<file path="src/hw/rtl/jvs_pkg.sv">
// Shared types and constants for the JSON value skipper.
// Used by every module under hw/rtl; depends on nothing.
package jvs_pkg;

    // Deepest nesting of objects and arrays that the stack holds.
    localparam int NEST_DEPTH = 32;
    localparam int LVL_W      = $clog2(NEST_DEPTH + 1);
    localparam int STK_IW     = (NEST_DEPTH > 1) ? $clog2(NEST_DEPTH) : 1;

    localparam int BYTE_W = 8;
    localparam int POS_W  = 24;
    localparam int STAT_W = 4;
    localparam int LIT_W  = 3;

    localparam logic [POS_W-1:0] POS_MAX = {POS_W{1'b1}};

    // Container kinds held in the stack.
    localparam logic KIND_OBJ = 1'b0;
    localparam logic KIND_ARR = 1'b1;

    // Characters the parser looks for.
    localparam logic [BYTE_W-1:0] CH_SPACE  = 8'h20;
    localparam logic [BYTE_W-1:0] CH_TAB    = 8'h09;
    localparam logic [BYTE_W-1:0] CH_LF     = 8'h0A;
    localparam logic [BYTE_W-1:0] CH_CR     = 8'h0D;
    localparam logic [BYTE_W-1:0] CH_QUOTE  = 8'h22;
    localparam logic [BYTE_W-1:0] CH_BSLASH = 8'h5C;
    localparam logic [BYTE_W-1:0] CH_COMMA  = 8'h2C;
    localparam logic [BYTE_W-1:0] CH_COLON  = 8'h3A;
    localparam logic [BYTE_W-1:0] CH_MINUS  = 8'h2D;
    localparam logic [BYTE_W-1:0] CH_DOT    = 8'h2E;
    localparam logic [BYTE_W-1:0] CH_ZERO   = 8'h30;
    localparam logic [BYTE_W-1:0] CH_NINE   = 8'h39;
    localparam logic [BYTE_W-1:0] CH_LO_E   = 8'h65;
    localparam logic [BYTE_W-1:0] CH_UP_E   = 8'h45;
    localparam logic [BYTE_W-1:0] CH_LBRACE = 8'h7B;
    localparam logic [BYTE_W-1:0] CH_RBRACE = 8'h7D;
    localparam logic [BYTE_W-1:0] CH_LBRACK = 8'h5B;
    localparam logic [BYTE_W-1:0] CH_RBRACK = 8'h5D;
    localparam logic [BYTE_W-1:0] CH_LO_T   = 8'h74;
    localparam logic [BYTE_W-1:0] CH_LO_F   = 8'h66;
    localparam logic [BYTE_W-1:0] CH_LO_N   = 8'h6E;

    typedef enum logic [3:0] {
        MODE_VALUE,
        MODE_NUMBER,
        MODE_STRING,
        MODE_LIT_T,
        MODE_LIT_F,
        MODE_LIT_N,
        MODE_OBJ_OPEN,
        MODE_KEY,
        MODE_COLON,
        MODE_AFTER,
        MODE_OBJ_COMMA,
        MODE_OBJ_KEYWAIT,
        MODE_ARR_OPEN,
        MODE_ARR_COMMA
    } t_mode;

    typedef enum logic [STAT_W-1:0] {
        ST_OK               = 4'd0,
        ST_NO_VALUE         = 4'd1,
        ST_OPEN_STRING      = 4'd2,
        ST_OBJ_END_EARLY    = 4'd3,
        ST_KEY_EXPECTED     = 4'd4,
        ST_KEY_OPEN         = 4'd5,
        ST_COLON_EXPECTED   = 4'd6,
        ST_BRACE_EXPECTED   = 4'd7,
        ST_ARR_END_EARLY    = 4'd8,
        ST_BRACKET_EXPECTED = 4'd9,
        ST_UNKNOWN_VALUE    = 4'd10,
        ST_TOO_DEEP         = 4'd11
    } t_status;

    typedef struct packed {
        t_mode              mode;
        logic [LIT_W-1:0]   lit;
        logic               esc;
        logic [LVL_W-1:0]   level;
        logic [POS_W-1:0]   pos;
        logic               reported;
    } t_parse_state;

    typedef struct packed {
        logic              en;
        logic [STK_IW-1:0] idx;
        logic              kind;
    } t_stack_wr;

    typedef struct packed {
        logic             valid;
        t_status          status;
        logic [POS_W-1:0] offset;
    } t_report;

    localparam t_parse_state STATE_RESET = '{
        mode:     MODE_VALUE,
        lit:      '0,
        esc:      1'b0,
        level:    '0,
        pos:      '0,
        reported: 1'b0
    };

    // Expected byte of a keyword literal at a given progress.
    function automatic logic [BYTE_W-1:0] lit_char(t_mode mode, logic [LIT_W-1:0] idx);
        logic [BYTE_W-1:0] ch;
        ch = 8'h00;
        case (mode)
            MODE_LIT_T: begin
                case (idx)
                    3'd0:    ch = 8'h74;
                    3'd1:    ch = 8'h72;
                    3'd2:    ch = 8'h75;
                    3'd3:    ch = 8'h65;
                    default: ch = 8'h00;
                endcase
            end
            MODE_LIT_F: begin
                case (idx)
                    3'd0:    ch = 8'h66;
                    3'd1:    ch = 8'h61;
                    3'd2:    ch = 8'h6C;
                    3'd3:    ch = 8'h73;
                    3'd4:    ch = 8'h65;
                    default: ch = 8'h00;
                endcase
            end
            MODE_LIT_N: begin
                case (idx)
                    3'd0:    ch = 8'h6E;
                    3'd1:    ch = 8'h75;
                    3'd2:    ch = 8'h6C;
                    3'd3:    ch = 8'h6C;
                    default: ch = 8'h00;
                endcase
            end
            default: ch = 8'h00;
        endcase
        return ch;
    endfunction

    function automatic logic [LIT_W-1:0] lit_len(t_mode mode);
        logic [LIT_W-1:0] len;
        case (mode)
            MODE_LIT_F: len = 3'd5;
            default:    len = 3'd4;
        endcase
        return len;
    endfunction

endpackage

</file>
<file path="src/hw/rtl/jvs_in_stage.sv">
// Input register of the JSON value skipper: holds one request until the parser takes it.
// Depends on jvs_pkg.
module jvs_in_stage (
    input  logic                       i_clk,
    input  logic                       i_rst_n,
    input  logic                       i_valid,
    output logic                       o_ready,
    input  logic [jvs_pkg::BYTE_W-1:0] i_byte,
    input  logic                       i_eot,
    input  logic                       i_take,
    output logic                       o_valid,
    output logic [jvs_pkg::BYTE_W-1:0] o_byte,
    output logic                       o_eot
);
    import jvs_pkg::*;

    logic              r_valid;
    logic [BYTE_W-1:0] r_byte;
    logic              r_eot;

    // The register refills in the same cycle that the parser drains it.
    assign o_ready = !r_valid || i_take;

    always_ff @(posedge i_clk) begin
        if (!i_rst_n) begin
            r_valid <= 1'b0;
        end else if (o_ready) begin
            r_valid <= i_valid;
        end
    end

    always_ff @(posedge i_clk) begin
        if (o_ready && i_valid) begin
            r_byte <= i_byte;
            r_eot  <= i_eot;
        end
    end

    assign o_valid = r_valid;
    assign o_byte  = r_byte;
    assign o_eot   = r_eot;

endmodule

</file>
<file path="src/hw/rtl/jvs_nest_stack.sv">
// Container kind stack of the JSON value skipper, one bit per open object or array.
// Depends on jvs_pkg.
module jvs_nest_stack (
    input  logic                       i_clk,
    input  jvs_pkg::t_stack_wr         i_wr,
    input  logic [jvs_pkg::STK_IW-1:0] i_rd_idx,
    output logic                       o_rd_kind
);
    import jvs_pkg::*;

    // Entries above the nesting level are never read, so none are cleared.
    logic r_entry [NEST_DEPTH];

    always_ff @(posedge i_clk) begin
        if (i_wr.en) begin
            r_entry[i_wr.idx] <= i_wr.kind;
        end
    end

    assign o_rd_kind = r_entry[i_rd_idx];

endmodule

</file>
<file path="src/hw/rtl/jvs_step.sv">
// Next-state logic of the JSON value skipper: one text byte against the parse state.
// Depends on jvs_pkg; the top kind comes from jvs_nest_stack.
module jvs_step (
    input  jvs_pkg::t_parse_state      i_state,
    input  logic [jvs_pkg::BYTE_W-1:0] i_byte,
    input  logic                       i_eot,
    input  logic                       i_top_kind,
    output jvs_pkg::t_parse_state      o_state,
    output jvs_pkg::t_stack_wr         o_stack_wr,
    output jvs_pkg::t_report           o_report
);
    import jvs_pkg::*;

    function automatic logic is_ws(logic [BYTE_W-1:0] c);
        return (c == CH_SPACE) || (c == CH_TAB) || (c == CH_LF) || (c == CH_CR);
    endfunction

    function automatic logic is_digit(logic [BYTE_W-1:0] c);
        return (c >= CH_ZERO) && (c <= CH_NINE);
    endfunction

    function automatic logic is_num_body(logic [BYTE_W-1:0] c);
        return is_digit(c) || (c == CH_DOT) || (c == CH_MINUS) ||
               (c == CH_LO_E) || (c == CH_UP_E);
    endfunction

    function automatic t_status end_status(t_mode mode);
        t_status s;
        case (mode)
            MODE_VALUE:       s = ST_NO_VALUE;
            MODE_NUMBER:      s = ST_OK;
            MODE_STRING:      s = ST_OPEN_STRING;
            MODE_OBJ_OPEN:    s = ST_OBJ_END_EARLY;
            MODE_OBJ_KEYWAIT: s = ST_KEY_EXPECTED;
            MODE_KEY:         s = ST_KEY_OPEN;
            MODE_COLON:       s = ST_COLON_EXPECTED;
            MODE_OBJ_COMMA:   s = ST_BRACE_EXPECTED;
            MODE_ARR_OPEN:    s = ST_ARR_END_EARLY;
            MODE_ARR_COMMA:   s = ST_BRACKET_EXPECTED;
            MODE_AFTER:       s = ST_OK;
            default:          s = ST_UNKNOWN_VALUE;
        endcase
        return s;
    endfunction

    t_parse_state     n_state;
    t_stack_wr        n_wr;
    t_report          n_rep;
    logic [POS_W-1:0] next_pos;
    logic             kind;
    logic             do_start;
    logic             do_after;
    logic             do_close;
    logic             do_vdone;
    logic             do_open;
    logic             open_kind;
    t_mode            open_mode;
    logic [LVL_W-1:0] lvl_closed;
    logic [LIT_W-1:0] lit_next;

    assign next_pos = (i_state.pos == POS_MAX) ? POS_MAX : i_state.pos + 1'b1;
    assign kind     = (i_state.level == '0) ? KIND_OBJ : i_top_kind;
    assign lit_next = i_state.lit + 1'b1;

    always_comb begin
        n_state    = i_state;
        n_state.pos = next_pos;
        n_wr       = '0;
        n_rep      = '{valid: 1'b0, status: ST_OK, offset: next_pos};
        do_start   = 1'b0;
        do_after   = 1'b0;
        do_close   = 1'b0;
        do_vdone   = 1'b0;
        do_open    = 1'b0;
        open_kind  = KIND_OBJ;
        open_mode  = MODE_OBJ_OPEN;
        lvl_closed = i_state.level;

        if (!i_state.reported) begin
            case (i_state.mode)
                MODE_VALUE: begin
                    do_start = !is_ws(i_byte);
                end
                MODE_NUMBER: begin
                    // A number ends before the byte that terminates it.
                    if (!is_num_body(i_byte)) begin
                        if (i_state.level == '0) begin
                            n_rep = '{valid: 1'b1, status: ST_OK, offset: i_state.pos};
                        end else begin
                            do_after = 1'b1;
                        end
                    end
                end
                MODE_STRING, MODE_KEY: begin
                    if (i_state.esc) begin
                        n_state.esc = 1'b0;
                    end else if (i_byte == CH_BSLASH) begin
                        n_state.esc = 1'b1;
                    end else if (i_byte == CH_QUOTE) begin
                        if (i_state.mode == MODE_KEY) begin
                            n_state.mode = MODE_COLON;
                        end else begin
                            do_vdone = 1'b1;
                        end
                    end
                end
                MODE_LIT_T, MODE_LIT_F, MODE_LIT_N: begin
                    if (i_state.lit < lit_len(i_state.mode) &&
                        i_byte == lit_char(i_state.mode, i_state.lit)) begin
                        n_state.lit = lit_next;
                        do_vdone    = (lit_next == lit_len(i_state.mode));
                    end else begin
                        n_rep.valid  = 1'b1;
                        n_rep.status = ST_UNKNOWN_VALUE;
                    end
                end
                MODE_OBJ_OPEN: begin
                    if (is_ws(i_byte)) begin
                        n_state.mode = MODE_OBJ_OPEN;
                    end else if (i_byte == CH_RBRACE) begin
                        do_close = 1'b1;
                    end else if (i_byte == CH_QUOTE) begin
                        n_state.mode = MODE_KEY;
                        n_state.esc  = 1'b0;
                    end else begin
                        n_rep.valid  = 1'b1;
                        n_rep.status = ST_KEY_EXPECTED;
                    end
                end
                MODE_OBJ_COMMA, MODE_OBJ_KEYWAIT: begin
                    if (is_ws(i_byte)) begin
                        n_state.mode = MODE_OBJ_KEYWAIT;
                    end else if (i_byte == CH_QUOTE) begin
                        n_state.mode = MODE_KEY;
                        n_state.esc  = 1'b0;
                    end else begin
                        n_rep.valid  = 1'b1;
                        n_rep.status = ST_KEY_EXPECTED;
                    end
                end
                MODE_COLON: begin
                    if (i_byte == CH_COLON) begin
                        n_state.mode = MODE_VALUE;
                    end else if (!is_ws(i_byte)) begin
                        n_rep.valid  = 1'b1;
                        n_rep.status = ST_COLON_EXPECTED;
                    end
                end
                MODE_AFTER: begin
                    do_after = 1'b1;
                end
                MODE_ARR_OPEN: begin
                    if (i_byte == CH_RBRACK) begin
                        do_close = 1'b1;
                    end else begin
                        do_start = !is_ws(i_byte);
                    end
                end
                MODE_ARR_COMMA: begin
                    if (is_ws(i_byte)) begin
                        n_state.mode = MODE_VALUE;
                    end else begin
                        do_start = 1'b1;
                    end
                end
                default: begin
                    n_rep.valid  = 1'b1;
                    n_rep.status = ST_UNKNOWN_VALUE;
                end
            endcase

            // Separator or closer after a finished member.
            if (do_after) begin
                n_state.mode = MODE_AFTER;
                if (is_ws(i_byte)) begin
                    n_state.mode = MODE_AFTER;
                end else if (i_byte == CH_COMMA) begin
                    n_state.mode = (kind == KIND_ARR) ? MODE_ARR_COMMA : MODE_OBJ_COMMA;
                end else if ((i_byte == CH_RBRACE && kind == KIND_OBJ) ||
                             (i_byte == CH_RBRACK && kind == KIND_ARR)) begin
                    do_close = 1'b1;
                end else begin
                    n_rep.valid  = 1'b1;
                    n_rep.status = (kind == KIND_ARR) ? ST_BRACKET_EXPECTED
                                                      : ST_BRACE_EXPECTED;
                end
            end

            // First byte of a value.
            if (do_start) begin
                if (is_digit(i_byte) || i_byte == CH_MINUS) begin
                    n_state.mode = MODE_NUMBER;
                end else if (i_byte == CH_QUOTE) begin
                    n_state.mode = MODE_STRING;
                    n_state.esc  = 1'b0;
                end else if (i_byte == CH_LBRACE) begin
                    do_open   = 1'b1;
                    open_kind = KIND_OBJ;
                    open_mode = MODE_OBJ_OPEN;
                end else if (i_byte == CH_LBRACK) begin
                    do_open   = 1'b1;
                    open_kind = KIND_ARR;
                    open_mode = MODE_ARR_OPEN;
                end else if (i_byte == CH_LO_T) begin
                    n_state.mode = MODE_LIT_T;
                    n_state.lit  = 3'd1;
                end else if (i_byte == CH_LO_F) begin
                    n_state.mode = MODE_LIT_F;
                    n_state.lit  = 3'd1;
                end else if (i_byte == CH_LO_N) begin
                    n_state.mode = MODE_LIT_N;
                    n_state.lit  = 3'd1;
                end else begin
                    n_rep.valid  = 1'b1;
                    n_rep.status = ST_UNKNOWN_VALUE;
                end
            end

            if (do_open) begin
                if (i_state.level >= LVL_W'(NEST_DEPTH)) begin
                    n_rep.valid  = 1'b1;
                    n_rep.status = ST_TOO_DEEP;
                end else begin
                    n_wr.en       = 1'b1;
                    n_wr.idx      = i_state.level[STK_IW-1:0];
                    n_wr.kind     = open_kind;
                    n_state.level = i_state.level + 1'b1;
                    n_state.mode  = open_mode;
                end
            end

            // Closing a container finishes a value one level further out.
            if (do_close) begin
                if (i_state.level != '0) begin
                    lvl_closed = i_state.level - 1'b1;
                end
                n_state.level = lvl_closed;
                if (lvl_closed == '0) begin
                    n_rep.valid  = 1'b1;
                    n_rep.status = ST_OK;
                end else begin
                    n_state.mode = MODE_AFTER;
                end
            end

            if (do_vdone) begin
                if (i_state.level == '0) begin
                    n_rep.valid  = 1'b1;
                    n_rep.status = ST_OK;
                end else begin
                    n_state.mode = MODE_AFTER;
                end
            end

            if (n_rep.valid) begin
                n_state.reported = 1'b1;
            end
        end

        if (i_eot && !n_state.reported) begin
            n_rep = '{valid: 1'b1, status: end_status(n_state.mode), offset: next_pos};
        end

        // The last byte of a document readies the parser for the next one.
        if (i_eot) begin
            n_state = STATE_RESET;
        end
    end

    assign o_state    = n_state;
    assign o_stack_wr = n_wr;
    assign o_report   = n_rep;

endmodule

</file>
<file path="src/hw/rtl/json_value_skipper_core.sv">
// Top level of the JSON value skipper: input register, parser step, nesting stack, result register.
// Depends on jvs_pkg, jvs_in_stage, jvs_nest_stack and jvs_step.
//
// Usage: the text of a JSON document enters one byte per request on the input
// channel (i_text_byte, with i_end_of_text set on the final byte). The block
// skips leading whitespace, scans exactly one value and sends one request on
// the output channel per document: o_status (zero for ok, else a syntax error
// code) and o_end_offset, the byte count just past the value. Bytes after the
// report are consumed silently until the end-of-text byte, which readies the
// parser for the next document.
// Throughput is one byte per cycle unless a result waits on a stalled receiver.
// Each byte is registered at the input and then handled by a single pass of the
// next-state logic, which also reads and writes the nesting stack; a result it
// yields is then registered in the output register.
// When the receiver stalls, the result waits in the output register while the
// input register still takes one more byte; further bytes wait only if that
// byte would produce a second result. Bytes that produce no result keep
// flowing even while a result waits.
// Synchronous reset returns the parser to expecting a value at offset zero and
// empties both registers; the stack contents are left as they are, since only
// entries below the nesting level are ever read.
module json_value_skipper_core (
    input  logic                       i_clk,
    input  logic                       i_rst_n,
    input  logic                       i_in_valid,
    output logic                       o_in_ready,
    input  logic [jvs_pkg::BYTE_W-1:0] i_text_byte,
    input  logic                       i_end_of_text,
    output logic                       o_out_valid,
    input  logic                       i_out_ready,
    output logic [jvs_pkg::STAT_W-1:0] o_status,
    output logic [jvs_pkg::POS_W-1:0]  o_end_offset
);
    import jvs_pkg::*;

    logic              stg_valid;
    logic [BYTE_W-1:0] stg_byte;
    logic              stg_eot;
    logic              take;
    logic              out_free;
    logic              top_kind;
    logic [STK_IW-1:0] top_idx;
    logic [LVL_W-1:0]  top_lvl;

    t_parse_state     r_state;
    t_parse_state     n_state;
    t_stack_wr        stack_wr;
    t_report          step_rep;

    logic             r_out_valid;
    t_status          r_status;
    logic [POS_W-1:0] r_offset;

    jvs_in_stage u_in_stage (
        .i_clk   (i_clk),
        .i_rst_n (i_rst_n),
        .i_valid (i_in_valid),
        .o_ready (o_in_ready),
        .i_byte  (i_text_byte),
        .i_eot   (i_end_of_text),
        .i_take  (take),
        .o_valid (stg_valid),
        .o_byte  (stg_byte),
        .o_eot   (stg_eot)
    );

    // The top of stack sits one below the level; at level zero the value is unused.
    assign top_lvl = r_state.level - 1'b1;
    assign top_idx = top_lvl[STK_IW-1:0];

    jvs_nest_stack u_stack (
        .i_clk     (i_clk),
        .i_wr      (take ? stack_wr : t_stack_wr'('0)),
        .i_rd_idx  (top_idx),
        .o_rd_kind (top_kind)
    );

    jvs_step u_step (
        .i_state    (r_state),
        .i_byte     (stg_byte),
        .i_eot      (stg_eot),
        .i_top_kind (top_kind),
        .o_state    (n_state),
        .o_stack_wr (stack_wr),
        .o_report   (step_rep)
    );

    // A byte that yields no result never waits on the output side.
    assign out_free = !r_out_valid || i_out_ready;
    assign take     = stg_valid && (!step_rep.valid || out_free);

    always_ff @(posedge i_clk) begin
        if (!i_rst_n) begin
            r_state <= STATE_RESET;
        end else if (take) begin
            r_state <= n_state;
        end
    end

    always_ff @(posedge i_clk) begin
        if (!i_rst_n) begin
            r_out_valid <= 1'b0;
        end else if (take && step_rep.valid) begin
            r_out_valid <= 1'b1;
        end else if (i_out_ready) begin
            r_out_valid <= 1'b0;
        end
    end

    always_ff @(posedge i_clk) begin
        if (take && step_rep.valid) begin
            r_status <= step_rep.status;
            r_offset <= step_rep.offset;
        end
    end

    assign o_out_valid  = r_out_valid;
    assign o_status     = r_status;
    assign o_end_offset = r_offset;

endmodule

</file>
<file path="config.mk">
export PLATFORM = sky130hd
export DESIGN_NAME = json_value_skipper_core
export DESIGN_NICKNAME = d
export VERILOG_FILES = /design/src/hw/rtl/jvs_pkg.sv /design/src/hw/rtl/jvs_in_stage.sv /design/src/hw/rtl/jvs_nest_stack.sv /design/src/hw/rtl/jvs_step.sv /design/src/hw/rtl/json_value_skipper_core.sv
export SDC_FILE = /design/constraint.sdc
export NUM_CORES = 1
export LEC_CHECK = 0
export BUFFER_PORTS_ARGS = -buffer_cell sky130_fd_sc_hd__buf_2
export CORE_MARGIN = 2
export CORE_UTILIZATION = 40
export CTS_CLUSTER_DIAMETER = 60
export DETAILED_ROUTE_END_ITERATION = 10
export PLACE_DENSITY_LB_ADDON = 0.12
export SLEW_MARGIN = 20
export SYNTH_ARGS = -nofsm -noshare
export SYNTH_HDL_FRONTEND = slang
export SYNTH_HIERARCHICAL = 1
export SYNTH_SLANG_ARGS = --single-unit
</file>
<file path="constraint.sdc">
create_clock -name i_clk -period 5.6 [get_ports i_clk]
set_clock_uncertainty 0.2 [all_clocks]
set_input_delay 0.84 -clock i_clk [delete_from_list [all_inputs] [get_ports i_clk]]
set_output_delay 0.84 -clock i_clk [all_outputs]
set_load 0.03 [all_outputs]
</file>
==> flow_summary.toml <==
[power_and_ir_drop]
p_leak_uw = 0.00290
powerDensity_nw_per_um2 = 205
vdd_ir_drop_max_mv = 0.126

[die]
die_area_um2 = 20500
design.portCount = 43
start_util_pct = 41.1
die_x_um = 143
core_um2 = 18900
dieHeight_um = 143
rows = 50

[global_route]
grt_pass1_vias = 6102
grt_max_degree = 81
antenna_found_initial = 0
grt_pass1_wl_um = 32000
track_usage_pct = 19.4
gr-total-overflow = 0

[finish]
drive_gt1_share_pct = 11.4
layout.nets = 947
fillCellCount = 1958
final_cell_area_um2 = 8440
syn_to_final_growth_pct = 8.82
antennaDiodeCount = 0

[sta]
hold_viol_final = 0
setup_violations = 0
fmax_mhz = 192
worstMarginPinSlew_ns = 0.942
finalSetupTns_ns = 0
period_minus_slack_ns = 5.22
fin_crit_sh_pct = 93.2
setup_ws_ns = 0.380
slew_viol_final = 0
max_slew_margin_pct = 37.2
rsz0062_at_grt = "no"

[setup_path]
cp_max_fo = 10
crit_type = "reg -> out"
crit_chain = "inv_1 -> ha_1 -> inv_2 -> buf_4 -> mux2i_1 -> nand2_1 -> nand4b_1 -> a21oi_1 -> a311o_1 -> a21boi_1 -> mux2_2 -> a22oi_2 -> nand2_1 -> and4_1 -> o21a_1 -> a31oi_4 -> a21boi_4 -> nand2b_4 -> buf_2"
crit_family = "compound AO/OA/AOI/OAI gates"
crit_path_frequent_cell = "nand2_1"
end_kind = "output pin"
slowest_delay_ns = 0.39
slowest_stage = "a311o_1"
cp.buffers_inverters = 4
worstPathArrival_ns = 4.18
start_kind = "flip-flop"
worstPathRequired_ns = 4.56

[route]
wl_met2_um = 9030
first_pass_iters = 5
top_layer = "met4"
drt-met1-wl_um = 9600
drc = 0
met3_length_um = 682
viasPerCell = 5.61
finalWirelength_um = 19700
drt-wirelength-per-cell_um = 16.6
dr_total_vias = 6656
drt_iter0_drc = 674
final_antenna_net_count = 0

[synthesis]
syn_area_per_cell_um2 = 8.49
yosysSeqAreaShare_pct = 37.3
netlist_area_um2 = 7760
synth_top_area_share_pct = 26.7
yosys_warnings = 6
ys_seq_elements = 110
synthFlopType = "edfxtp_1"
synth_cells = 914
synthTopCellsByArea = "edfxtp_1 (27%), dfxtp_1 (11%), mux2i_1 (7.6%)"
synthArstFlopShare_pct = 0
synth_cell_types = 88
syn_nets = 939
yosysTopAreaCell = "edfxtp_1"
synth_enable_flop_cells = 69

[placed_design]
port_buffers = 42
post-place-ws_ns = 0.324
dpl.hpwl_um = 13900
postPlaceCellArea_um2 = 8110
place.gp.congestion = 0.878

[clock_network]
clockBufferDepth = 2
cts_num_sinks = 110
clk_pin_slew_ns = 0.08
insertion_delay_ns = 0.36
cts_inserted_buffers = 9
htreeDepth = 3
ctsHoldBuffers = 0
cts_tree = "built"
root_buffer = "clkbuf_16"

[flow_run]
drv_cap = 0

[run_status]
outcome = "complete, no violations"

[hold_path]
hp-class = "reg -> reg"
## registers in the layout (all words and copies together) (netlist names)
register            cells
o_out_valid             1
u_stack/r_entry        32
u_in_stage/o_byte       8
r_state                39
o_status                4
o_end_offset           24
u_in_stage/o_valid      1
u_in_stage/o_eot        1
## through the flow
stage	cells	hold WS [ns]	util, %	total power (uW)
5_1_grt	1187	0.328	44.7	1800
6_report	1187	0.296	44.7	1730
3_5_place_dp	1170	0.286	42.9	1100
2_1_floorplan	914	0.234	-	1050
4_1_cts	1186	0.299	44.6	1750
3_3_place_gp	1170	0.283	42.9	1100
## what timing repair did
action / CTS / global route
pin swaps: 0 / 1
endpoints found under the setup margin: 1 / 3
gates cloned: 0 / 0
gates resized for setup: 1 / 4
setup buffers: 0 / 1
## tightest hold or removal path, stage by stage (launching register included)
cell and delay (ns):
dfxtp_1 0.34, nand2_1 0.06, mux2i_1 0.05
## cell type report
type | instances | area, um2 | share of cell area [%]
Tap cell | 260 | 325 | 3.85
Clock buffer | 11 | 254 | 3.01
Inverter | 21 | 78.8 | 0.934
Sequential cell | 110 | 2890 | 34.3
Clock inverter | 5 | 50.0 | 0.593
Timing Repair Buffer | 62 | 373 | 4.42
Multi-Input combinational cell | 718 | 4470 | 52.9
## where the power goes
group / total, uW / internal [uW] / leakage (uW) / switching (uW)
logic: 181 / 59.2 / 0.00184 / 122
clock network: 651 / 338 / 0.000150 / 313
registers: 897 / 879 / 0.000915 / 18.2
## path summary, 6_finish.rpt
| check | startpoint | to | slack, ns | depth (start not counted) |
|---|---|---|---|---|
| max | r_state[25] | o_in_ready | 0.38 | 19 |
| min | r_state[2] | r_state[2] | 0.30 | 2 |
| max reg2reg | r_state[25] | u_stack/r_entry[4] | 0.53 | 21 |
| min reg2reg | r_state[2] | r_state[2] | 0.30 | 2 |
## Yosys cell counts, drive strengths merged, types with 21 or more instances
master / instances
a21oi: 69
a31oi: 25
and2: 23
buf: 24
clkbuf: 41
dfxtp: 41
edfxtp: 69
inv: 21
mux2i: 59
nand2: 135
nand3: 32
nor2: 90
o21ai: 36
## placed cells by master, fill, tap and decap left out, types with 13 or more instances in the layout
cell      Yosys  layout
a21oi_1      69      69
a31oi_1      25      24
and2_1       22      22
and3_1       13      13
buf_2        11      42
buf_4         3      19
dfxtp_1      41      41
edfxtp_1     69      69
inv_1        20      19
mux2i_1      59      59
nand2_1     135     135
nand2b_1     17      17
nand3_1      32      32
nor2_1       89      89
nor2b_1      15      15
nor3_1       14      14
o21ai_0      31      31
xnor2_1      19      19
## routing by layer
metal | vias to the layer above | track usage, %
met5 | - | 0
met4 | 0 | 5.73
met3 | 28 | 2.52
met2 | 150 | 31.2
met1 | 3150 | 27.3
li1 | 3328 | -
## cells by family after synthesis
family                   count (synthesis)  synth area share (%)
multiplexers                            61                  7.90
AND/OR/NAND/NOR                        411                  27.1
XOR/XNOR                                29                  3.27
adder cells (fa/ha/maj)                 12                  1.94
AO/OA/AOI/OAI                          205                  17.1
flip-flops                             110                  37.3
buffers and inverters                   86                  5.47
No activity file was read; power rests on OpenSTA's default activity.
